`config.mk`:
```
export PLATFORM = sky130hd
export DESIGN_NAME = conv2d_patch_index_generator
export DESIGN_NICKNAME = d
export VERILOG_FILES = /design/src/design/cpig_pkg.sv /design/src/design/cpig_div.sv /design/src/design/cpig_mac.sv /design/src/design/conv2d_patch_index_generator.sv
export SDC_FILE = /design/constraint.sdc
export NUM_CORES = 1
export LEC_CHECK = 0
export ABC_AREA = 1
export BUFFER_PORTS_ARGS = -buffer_cell sky130_fd_sc_hd__buf_2
export CAP_MARGIN = 20
export CORE_MARGIN = 2
export CORE_UTILIZATION = 45
export CTS_CLUSTER_SIZE = 10
export DETAILED_ROUTE_END_ITERATION = 8
export GPL_TIMING_DRIVEN = 0
export SLEW_MARGIN = 20
export SYNTH_ARGS = -nofsm -noshare
export SYNTH_HDL_FRONTEND = slang
export SYNTH_SLANG_ARGS = --single-unit
export TNS_END_PERCENT = 30
```
`constraint.sdc`:
```
create_clock -name clk -period 8.1 [get_ports clk]
set_clock_uncertainty 0.1 [all_clocks]
set_input_delay 0.81 -clock clk [delete_from_list [all_inputs] [get_ports clk]]
set_output_delay 0.81 -clock clk [all_outputs]
set_load 0.1 [all_outputs]
```
`src/design/cpig_pkg.sv`:
```
// Shared widths and register index codes for the conv2d patch index generator.
`timescale 1ns / 1ps

package cpig_pkg;

    localparam int OUT_W     = 24;
    localparam int KROW_W    = 12;
    localparam int CFG_IDX_W = 3;

    localparam logic [CFG_IDX_W-1:0] CFG_INPUT_ROWS      = 3'd0;
    localparam logic [CFG_IDX_W-1:0] CFG_INPUT_COLS      = 3'd1;
    localparam logic [CFG_IDX_W-1:0] CFG_KERNEL_ROWS     = 3'd2;
    localparam logic [CFG_IDX_W-1:0] CFG_KERNEL_COLS     = 3'd3;
    localparam logic [CFG_IDX_W-1:0] CFG_VERTICAL_STEP   = 3'd4;
    localparam logic [CFG_IDX_W-1:0] CFG_HORIZONTAL_STEP = 3'd5;

endpackage

```
`src/design/cpig_div.sv`:
```
// Restoring serial divider that produces one quotient bit per cycle.
`timescale 1ns / 1ps

module cpig_div #(
    parameter int DIM_BITS = 12
) (
    input  logic                clk,
    input  logic                rst_n,
    input  logic                start,
    input  logic [DIM_BITS-1:0] dividend,
    input  logic [DIM_BITS-1:0] divisor,
    output logic                done,
    output logic [DIM_BITS-1:0] quotient
);

    localparam int CNT_W = (DIM_BITS > 1) ? $clog2(DIM_BITS) : 1;

    logic                busy_reg, busy_next;
    logic                done_reg, done_next;
    logic [CNT_W-1:0]    cnt_reg, cnt_next;
    logic [DIM_BITS-1:0] rem_reg, rem_next;
    logic [DIM_BITS-1:0] quot_reg, quot_next;
    logic [DIM_BITS-1:0] dvs_reg, dvs_next;
    logic [DIM_BITS:0]   shifted;
    logic [DIM_BITS:0]   trial;

    always_comb
    begin
        shifted   = {rem_reg, quot_reg[DIM_BITS-1]};
        trial     = shifted - {1'b0, dvs_reg};
        busy_next = busy_reg;
        done_next = 1'b0;
        cnt_next  = cnt_reg;
        rem_next  = rem_reg;
        quot_next = quot_reg;
        dvs_next  = dvs_reg;
        if (start)
        begin
            busy_next = 1'b1;
            cnt_next  = '0;
            rem_next  = '0;
            quot_next = dividend;
            dvs_next  = divisor;
        end
        else if (busy_reg)
        begin
            if (!trial[DIM_BITS])
            begin
                rem_next  = trial[DIM_BITS-1:0];
                quot_next = {quot_reg[DIM_BITS-2:0], 1'b1};
            end
            else
            begin
                rem_next  = shifted[DIM_BITS-1:0];
                quot_next = {quot_reg[DIM_BITS-2:0], 1'b0};
            end
            cnt_next = cnt_reg + 1'b1;
            if (cnt_reg == CNT_W'(DIM_BITS - 1))
            begin
                busy_next = 1'b0;
                done_next = 1'b1;
            end
        end
    end

    always_ff @(posedge clk or negedge rst_n)
    begin
        if (!rst_n)
        begin
            busy_reg <= 1'b0;
            done_reg <= 1'b0;
            cnt_reg  <= '0;
        end
        else
        begin
            busy_reg <= busy_next;
            done_reg <= done_next;
            cnt_reg  <= cnt_next;
        end
    end

    always_ff @(posedge clk)
    begin
        rem_reg  <= rem_next;
        quot_reg <= quot_next;
        dvs_reg  <= dvs_next;
    end

    assign done     = done_reg;
    assign quotient = quot_reg;

endmodule

```
`src/design/cpig_mac.sv`:
```
// Registered multiply-add unit shared by every step of the index computation.
`timescale 1ns / 1ps

module cpig_mac #(
    parameter int DIM_BITS = 12
) (
    input  logic                       clk,
    input  logic [cpig_pkg::OUT_W-1:0] mul_a,
    input  logic [DIM_BITS-1:0]        mul_b,
    input  logic [cpig_pkg::OUT_W-1:0] add_c,
    output logic [cpig_pkg::OUT_W-1:0] result
);

    import cpig_pkg::*;

    logic [OUT_W-1:0]          result_reg, result_next;
    logic [OUT_W+DIM_BITS-1:0] product;

    always_comb
    begin
        product     = mul_a * mul_b;
        result_next = product[OUT_W-1:0] + add_c;
    end

    always_ff @(posedge clk)
    begin
        result_reg <= result_next;
    end

    assign result = result_reg;

endmodule

```
`src/design/conv2d_patch_index_generator.sv`:
```
// Top level of the conv2d patch index generator with its sequencer.
//
//   channel   direction   word
//   in        sink        restart
//   out       source      start_index, window_number, kernel_row, last
//   cfg       sink        cfg_index, cfg_data (write only, no wait)
//
// A restart runs two passes of the serial divider, first for the vertical and then for the horizontal window count.
// An advance runs three passes through the shared multiply-add unit, in S_MUL_A, S_MUL_B and S_MUL_C, before S_OUT.
// The input is ready only while the sequencer is idle.
// A finished word waits in the output register while the next word is accepted.
// Reset clears the sequencer, the counters and the size registers, and sets both step registers to one.
`timescale 1ns / 1ps

module conv2d_patch_index_generator #(
    parameter int DIM_BITS = 12
) (
    input  logic                           clk,
    input  logic                           rst_n,
    input  logic                           in_valid,
    output logic                           in_ready,
    input  logic                           restart,
    output logic                           out_valid,
    input  logic                           out_ready,
    output logic [cpig_pkg::OUT_W-1:0]     start_index,
    output logic [cpig_pkg::OUT_W-1:0]     window_number,
    output logic [cpig_pkg::KROW_W-1:0]    kernel_row,
    output logic                           last,
    input  logic                           cfg_we,
    input  logic [cpig_pkg::CFG_IDX_W-1:0] cfg_index,
    input  logic [DIM_BITS-1:0]            cfg_data
);

    import cpig_pkg::*;

    typedef enum logic [6:0] {
        S_IDLE  = 7'b0000001,
        S_DIV_V = 7'b0000010,
        S_DIV_H = 7'b0000100,
        S_MUL_A = 7'b0001000,
        S_MUL_B = 7'b0010000,
        S_MUL_C = 7'b0100000,
        S_OUT   = 7'b1000000
    } state_t;

    state_t state_reg, state_next;

    logic [DIM_BITS-1:0] in_rows_reg, in_cols_reg, k_rows_reg, k_cols_reg;
    logic [DIM_BITS-1:0] v_step_reg, h_step_reg;

    logic [DIM_BITS-1:0] wr_reg, wr_next;
    logic [DIM_BITS-1:0] wc_reg, wc_next;
    logic [DIM_BITS-1:0] kr_reg, kr_next;
    logic [DIM_BITS:0]   vc_reg, vc_next;
    logic [DIM_BITS:0]   hc_reg, hc_next;
    logic [OUT_W-1:0]    win_reg, win_next;
    logic                active_reg, active_next;

    logic                out_valid_reg, out_valid_next;
    logic [OUT_W-1:0]    idx_reg, idx_next;
    logic [OUT_W-1:0]    wnum_reg, wnum_next;
    logic [KROW_W-1:0]   krow_reg, krow_next;
    logic                last_reg, last_next;

    logic [DIM_BITS:0]   diff_v, diff_h;
    logic                ge_v, ge_h;
    logic [DIM_BITS-1:0] mag_v, mag_h;
    logic [DIM_BITS-1:0] v_div, h_div;
    logic                div_start, div_done;
    logic [DIM_BITS-1:0] div_dividend, div_divisor, div_quot;
    logic                ge_sel;
    logic [DIM_BITS:0]   count_new;

    logic [OUT_W-1:0]    mac_a, mac_c, mac_q;
    logic [DIM_BITS-1:0] mac_b;

    logic [DIM_BITS:0]   kr_inc, wc_inc, wr_inc;
    logic                final_entry;
    logic                in_accept, out_free;

    assign in_accept = in_valid && in_ready;
    assign out_free  = !out_valid_reg || out_ready;

    always_comb
    begin
        diff_v = {1'b0, in_rows_reg} - {1'b0, k_rows_reg};
        diff_h = {1'b0, in_cols_reg} - {1'b0, k_cols_reg};
        ge_v   = !diff_v[DIM_BITS];
        ge_h   = !diff_h[DIM_BITS];
        mag_v  = ge_v ? diff_v[DIM_BITS-1:0] : (k_rows_reg - in_rows_reg);
        mag_h  = ge_h ? diff_h[DIM_BITS-1:0] : (k_cols_reg - in_cols_reg);
        v_div  = (v_step_reg == '0) ? DIM_BITS'(1) : v_step_reg;
        h_div  = (h_step_reg == '0) ? DIM_BITS'(1) : h_step_reg;
        ge_sel = (state_reg == S_DIV_V) ? ge_v : ge_h;
        if (ge_sel)
        begin
            count_new = {1'b0, div_quot} + 1'b1;
        end
        else
        begin
            count_new = (div_quot == '0) ? (DIM_BITS+1)'(1) : '0;
        end
    end

    cpig_div #(
        .DIM_BITS (DIM_BITS)
    ) u_div (
        .clk      (clk),
        .rst_n    (rst_n),
        .start    (div_start),
        .dividend (div_dividend),
        .divisor  (div_divisor),
        .done     (div_done),
        .quotient (div_quot)
    );

    cpig_mac #(
        .DIM_BITS (DIM_BITS)
    ) u_mac (
        .clk    (clk),
        .mul_a  (mac_a),
        .mul_b  (mac_b),
        .add_c  (mac_c),
        .result (mac_q)
    );

    always_comb
    begin
        mac_a = OUT_W'(wr_reg);
        mac_b = v_step_reg;
        mac_c = OUT_W'(kr_reg);
        unique case (state_reg)
            S_MUL_B:
            begin
                mac_a = mac_q;
                mac_b = in_cols_reg;
                mac_c = '0;
            end
            S_MUL_C:
            begin
                mac_a = OUT_W'(wc_reg);
                mac_b = h_step_reg;
                mac_c = mac_q;
            end
            S_OUT:
            begin
                mac_a = '0;
                mac_b = '0;
                mac_c = mac_q;
            end
            default:
            begin
                mac_a = OUT_W'(wr_reg);
                mac_b = v_step_reg;
                mac_c = OUT_W'(kr_reg);
            end
        endcase
    end

    always_comb
    begin
        kr_inc      = {1'b0, kr_reg} + 1'b1;
        wc_inc      = {1'b0, wc_reg} + 1'b1;
        wr_inc      = {1'b0, wr_reg} + 1'b1;
        final_entry = (wr_inc >= vc_reg) && (wc_inc >= hc_reg)
                      && (kr_inc >= {1'b0, k_rows_reg});
    end

    always_comb
    begin
        state_next     = state_reg;
        wr_next        = wr_reg;
        wc_next        = wc_reg;
        kr_next        = kr_reg;
        vc_next        = vc_reg;
        hc_next        = hc_reg;
        win_next       = win_reg;
        active_next    = active_reg;
        out_valid_next = out_valid_reg;
        idx_next       = idx_reg;
        wnum_next      = wnum_reg;
        krow_next      = krow_reg;
        last_next      = last_reg;
        div_start      = 1'b0;
        div_dividend   = mag_v;
        div_divisor    = v_div;
        if (out_valid_reg && out_ready)
        begin
            out_valid_next = 1'b0;
        end
        unique case (state_reg)
            S_IDLE:
            begin
                if (in_accept)
                begin
                    if (restart)
                    begin
                        div_start  = 1'b1;
                        state_next = S_DIV_V;
                    end
                    else if (active_reg)
                    begin
                        if (kr_inc >= {1'b0, k_rows_reg})
                        begin
                            kr_next  = '0;
                            win_next = win_reg + 1'b1;
                            if (wc_inc >= hc_reg)
                            begin
                                wc_next = '0;
                                wr_next = (wr_inc >= vc_reg) ? '0 : wr_inc[DIM_BITS-1:0];
                            end
                            else
                            begin
                                wc_next = wc_inc[DIM_BITS-1:0];
                            end
                        end
                        else
                        begin
                            kr_next = kr_inc[DIM_BITS-1:0];
                        end
                        state_next = S_MUL_A;
                    end
                end
            end
            S_DIV_V:
            begin
                if (div_done)
                begin
                    vc_next      = count_new;
                    div_start    = 1'b1;
                    div_dividend = mag_h;
                    div_divisor  = h_div;
                    state_next   = S_DIV_H;
                end
            end
            S_DIV_H:
            begin
                if (div_done)
                begin
                    hc_next     = count_new;
                    wr_next     = '0;
                    wc_next     = '0;
                    kr_next     = '0;
                    win_next    = '0;
                    active_next = (vc_reg != '0) && (count_new != '0)
                                  && (k_rows_reg != '0);
                    state_next  = active_next ? S_MUL_A : S_IDLE;
                end
            end
            S_MUL_A:
            begin
                state_next = S_MUL_B;
            end
            S_MUL_B:
            begin
                state_next = S_MUL_C;
            end
            S_MUL_C:
            begin
                state_next = S_OUT;
            end
            S_OUT:
            begin
                if (out_free)
                begin
                    out_valid_next = 1'b1;
                    idx_next       = mac_q;
                    wnum_next      = win_reg;
                    krow_next      = KROW_W'(kr_reg);
                    last_next      = final_entry;
                    if (final_entry)
                    begin
                        active_next = 1'b0;
                    end
                    state_next = S_IDLE;
                end
            end
            default:
            begin
                state_next = S_IDLE;
            end
        endcase
    end

    always_ff @(posedge clk or negedge rst_n)
    begin
        if (!rst_n)
        begin
            state_reg     <= S_IDLE;
            wr_reg        <= '0;
            wc_reg        <= '0;
            kr_reg        <= '0;
            vc_reg        <= '0;
            hc_reg        <= '0;
            win_reg       <= '0;
            active_reg    <= 1'b0;
            out_valid_reg <= 1'b0;
        end
        else
        begin
            state_reg     <= state_next;
            wr_reg        <= wr_next;
            wc_reg        <= wc_next;
            kr_reg        <= kr_next;
            vc_reg        <= vc_next;
            hc_reg        <= hc_next;
            win_reg       <= win_next;
            active_reg    <= active_next;
            out_valid_reg <= out_valid_next;
        end
    end

    always_ff @(posedge clk)
    begin
        idx_reg  <= idx_next;
        wnum_reg <= wnum_next;
        krow_reg <= krow_next;
        last_reg <= last_next;
    end

    always_ff @(posedge clk or negedge rst_n)
    begin
        if (!rst_n)
        begin
            in_rows_reg <= '0;
            in_cols_reg <= '0;
            k_rows_reg  <= '0;
            k_cols_reg  <= '0;
            v_step_reg  <= DIM_BITS'(1);
            h_step_reg  <= DIM_BITS'(1);
        end
        else if (cfg_we)
        begin
            unique case (cfg_index)
                CFG_INPUT_ROWS:      in_rows_reg <= cfg_data;
                CFG_INPUT_COLS:      in_cols_reg <= cfg_data;
                CFG_KERNEL_ROWS:     k_rows_reg  <= cfg_data;
                CFG_KERNEL_COLS:     k_cols_reg  <= cfg_data;
                CFG_VERTICAL_STEP:   v_step_reg  <= cfg_data;
                CFG_HORIZONTAL_STEP: h_step_reg  <= cfg_data;
                default:
                begin
                end
            endcase
        end
    end

    assign in_ready      = (state_reg == S_IDLE);
    assign out_valid     = out_valid_reg;
    assign start_index   = idx_reg;
    assign window_number = wnum_reg;
    assign kernel_row    = krow_reg;
    assign last          = last_reg;

endmodule

```
==> flow_summary.yaml <==
layout:
  multiInputGateArea_sq_um: 13700
  fin_util_pct: 50.4
  final_cell_mix: "nand2_1 (719), inv_1 (644), fa_1 (185)"
  final_nets: 3484
  syn2layout_area_growth_pct: 10.2
  seqCellArea_sq_um: 7610
  drive_above_1_share_pct: 7.00
  fillers: 5114
  n_antenna_cell: 0
  final_common_cell: "nand2_1"
timing:
  drv_slew: 0
  tightestPinTransition_ns: 0.802
  setup_tns_ns: 0
  rsz0062_at_grt: "no"
  period_minus_slack_ns: 7.67
  relSlewSlack_pct: 46.5
  setup_viol_count_final: 0
  timing.hold.ws_ns: 0.109
  hold_viol: 0
  fin_ws_ns: 0.432
  min_period_over_period_pct: 94.7
  fmax_ghz: 0.130
drt:
  drc_errors: 0
  drtIter0Drc: 1747
  drt_first_pass_iters: 6
  vias: 20100
  viasPerCell: 5.24
  wl_per_cell_microns: 17.5
  ant_nets: 0
  drt-total-wl_microns: 67300
setup_path:
  worstPathArrival_ns: 8.02
  cp_data_required_time_ns: 8.45
  reg2reg_to: "u_mac.result[23]"
  worstPathMaxFanout: 10
  rr_worst_depth: 32
  cp-start-kind: "flop"
  cp_slowest_cell: "fa_1"
  reg2reg_from: "state_reg[3]"
  cpMostUsedCell: "inv_1"
  cp-end-kind: "flop"
  reg2reg_setup_slack_ns: 0.43
  crit_path_max_incr_delay_ns: 0.54
  critPathKind: "reg2reg"
placement:
  gp_congestion: 0.927
  hpwl_microns: 54700
  place_ws_ns: 0.417
  portBuffers: 83
floorplan:
  fp.dieArea_sq_um: 55400
  core.rowCount: 84
  ios: 84
  core_sq_um: 52800
  die_h_microns: 235
  die_w_microns: 235
  start_util_pct: 45.7
yosys:
  synth_seq_cells: 294
  synth-async-reset-ratio_pct: 58.8
  yosysWarnings: 0
  postSynthAreaPerCell_sq_um: 8.02
  synthCells: 3004
  syn_nets: 3359
  ys_seq_area_share_pct: 31.6
  synthDistinctLibCells: 62
  synth-edff-count: 85
  syn_area_sq_um: 24100
  ys.flop_type: "dfrtp_1"
clock_network:
  cts_buffer_depth: 3
  clock_latency_ns: 0.56
  cts_root_buf: "clkbuf_16"
  htreeDepth: 2
  clock-sinks: 294
  cts_tree: "built"
  path_clk_slew_ns: 0.06
  cts_buffers: 37
  postCtsSetupBuffers: 0
status:
  run_status: "completed"
worst_hold_path:
  hold_class: "in2async"
global_route:
  first_global_vias: 20000
  grt_max_degree: 98
  grt_usage_pct: 24.8
  grt.overflow.total: 0
  antenna_found_initial: 1
  grt_pass1_wl_microns: 108000
run:
  drv_cap: 0
-- cell type report --
| class | instances | area share, % |
|---|---|---|
| Buffer | 82 | 1.31 |
| Clock buffer | 58 | 3.86 |
| Clock inverter | 8 | 0.245 |
| Inverter | 668 | 9.46 |
| Multi-Input combinational cell | 1960 | 51.4 |
| Sequential cell | 294 | 28.6 |
| Tap cell | 688 | 3.24 |
| Timing Repair Buffer | 86 | 1.88 |
-- routing by layer --
layer | share of wire, % | track usage (%) | up-vias
met1 | 45 | 35.2 | 9727
met4 | 3.3 | 8.59 | 0
met3 | 6.9 | 3.47 | 119
met5 | 0 | 0 | -
met2 | 45 | 39.1 | 644
li1 | - | - | 9652
-- through the flow --
| step | cell area, sq um | instances |
|---|---|---|
| global placement | 25400 | 3775 |
| finish | 26600 | 3844 |
| detailed placement | 25500 | 3778 |
| floorplan | 24100 | 3004 |
| global route | 26600 | 3844 |
| CTS | 26600 | 3844 |
-- synth_stat cells (4+ instances only) --
| cell | instances | area (sq um) |
|---|---|---|
| o31ai_1 | 12 | 90.1 |
| nand2_4 | 5 | 56.3 |
| nor2_2 | 6 | 37.5 |
| o2111ai_1 | 6 | 52.6 |
| o22ai_1 | 30 | 188 |
| nand2_2 | 4 | 25.0 |
| a21o_1 | 9 | 67.6 |
| inv_2 | 22 | 82.6 |
| ha_1 | 149 | 1860 |
| dfrtp_1 | 170 | 4250 |
| nor4_1 | 14 | 87.6 |
| fa_1 | 185 | 3700 |
| buf_1 | 5 | 18.8 |
| dfxtp_1 | 36 | 721 |
| buf_2 | 8 | 40.0 |
| o21bai_1 | 9 | 67.6 |
| clkbuf_1 | 63 | 236 |
| inv_1 | 644 | 2420 |
| xor2_1 | 78 | 683 |
| o21ai_0 | 181 | 906 |
| edfxtp_1 | 85 | 2550 |
| a31oi_1 | 10 | 62.6 |
| buf_4 | 5 | 37.5 |
| nand2_1 | 719 | 2700 |
| o21ai_1 | 15 | 75.1 |
| mux2i_1 | 4 | 40.0 |
| nand3_1 | 105 | 526 |
| nor2_1 | 147 | 552 |
| or2_2 | 6 | 37.5 |
| a21oi_1 | 100 | 500 |
| o21a_1 | 7 | 52.6 |
| a221oi_1 | 4 | 35.0 |
| a22oi_2 | 8 | 100 |
| o211ai_1 | 16 | 120 |
| nand3b_1 | 5 | 37.5 |
| nor3_1 | 34 | 170 |
| xnor2_1 | 21 | 184 |
| nand4_1 | 25 | 156 |
| o221ai_1 | 15 | 131 |
-- cells by family after synthesis --
group,synth area share (%)
buf+inv,11.9
simple gates,19.0
flops,31.6
mux,0.213
xor+xnor,3.60
compound gates,10.6
fa+ha+maj,23.1
-- how the worst max path moves through the flow --
stage,from,endpoint,slack (ns),cells after the start
after global routing,state_reg[3],u_mac.result[23],0.003,28
after CTS,state_reg[0],u_mac.result[23],0.40,30
after global placement,state_reg[0],u_mac.result[23],0.46,30
after detailed placement,state_reg[0],u_mac.result[23],0.42,30
after floorplan,state_reg[1],u_mac.result[20],2.03,32
final,state_reg[3],u_mac.result[23],0.43,32
-- worst max-delay path: cells and delay by family (launching register included) --
| kind | cells | cell delay (ns) |
|---|---|---|
| buffers and inverters | 10 | 1.09 |
| and+or+nand+nor | 10 | 1.34 |
| AOI/OAI and AO/OA | 6 | 1.75 |
| DFF | 1 | 0.44 |
| adders and majority gates | 6 | 2.81 |
-- timing repair --
| item | CTS | global route |
|---|---|---|
| resized for setup | 0 | 3 |
| hold buffers | 0 | 0 |
| endpoints found under the hold margin | 0 | 0 |
| setup endpoints to repair | 0 | 3 |
Power is left out: the tool's default activity adds up to more than one toggle a clock period on the data nets, which glitch-free logic cannot reach.
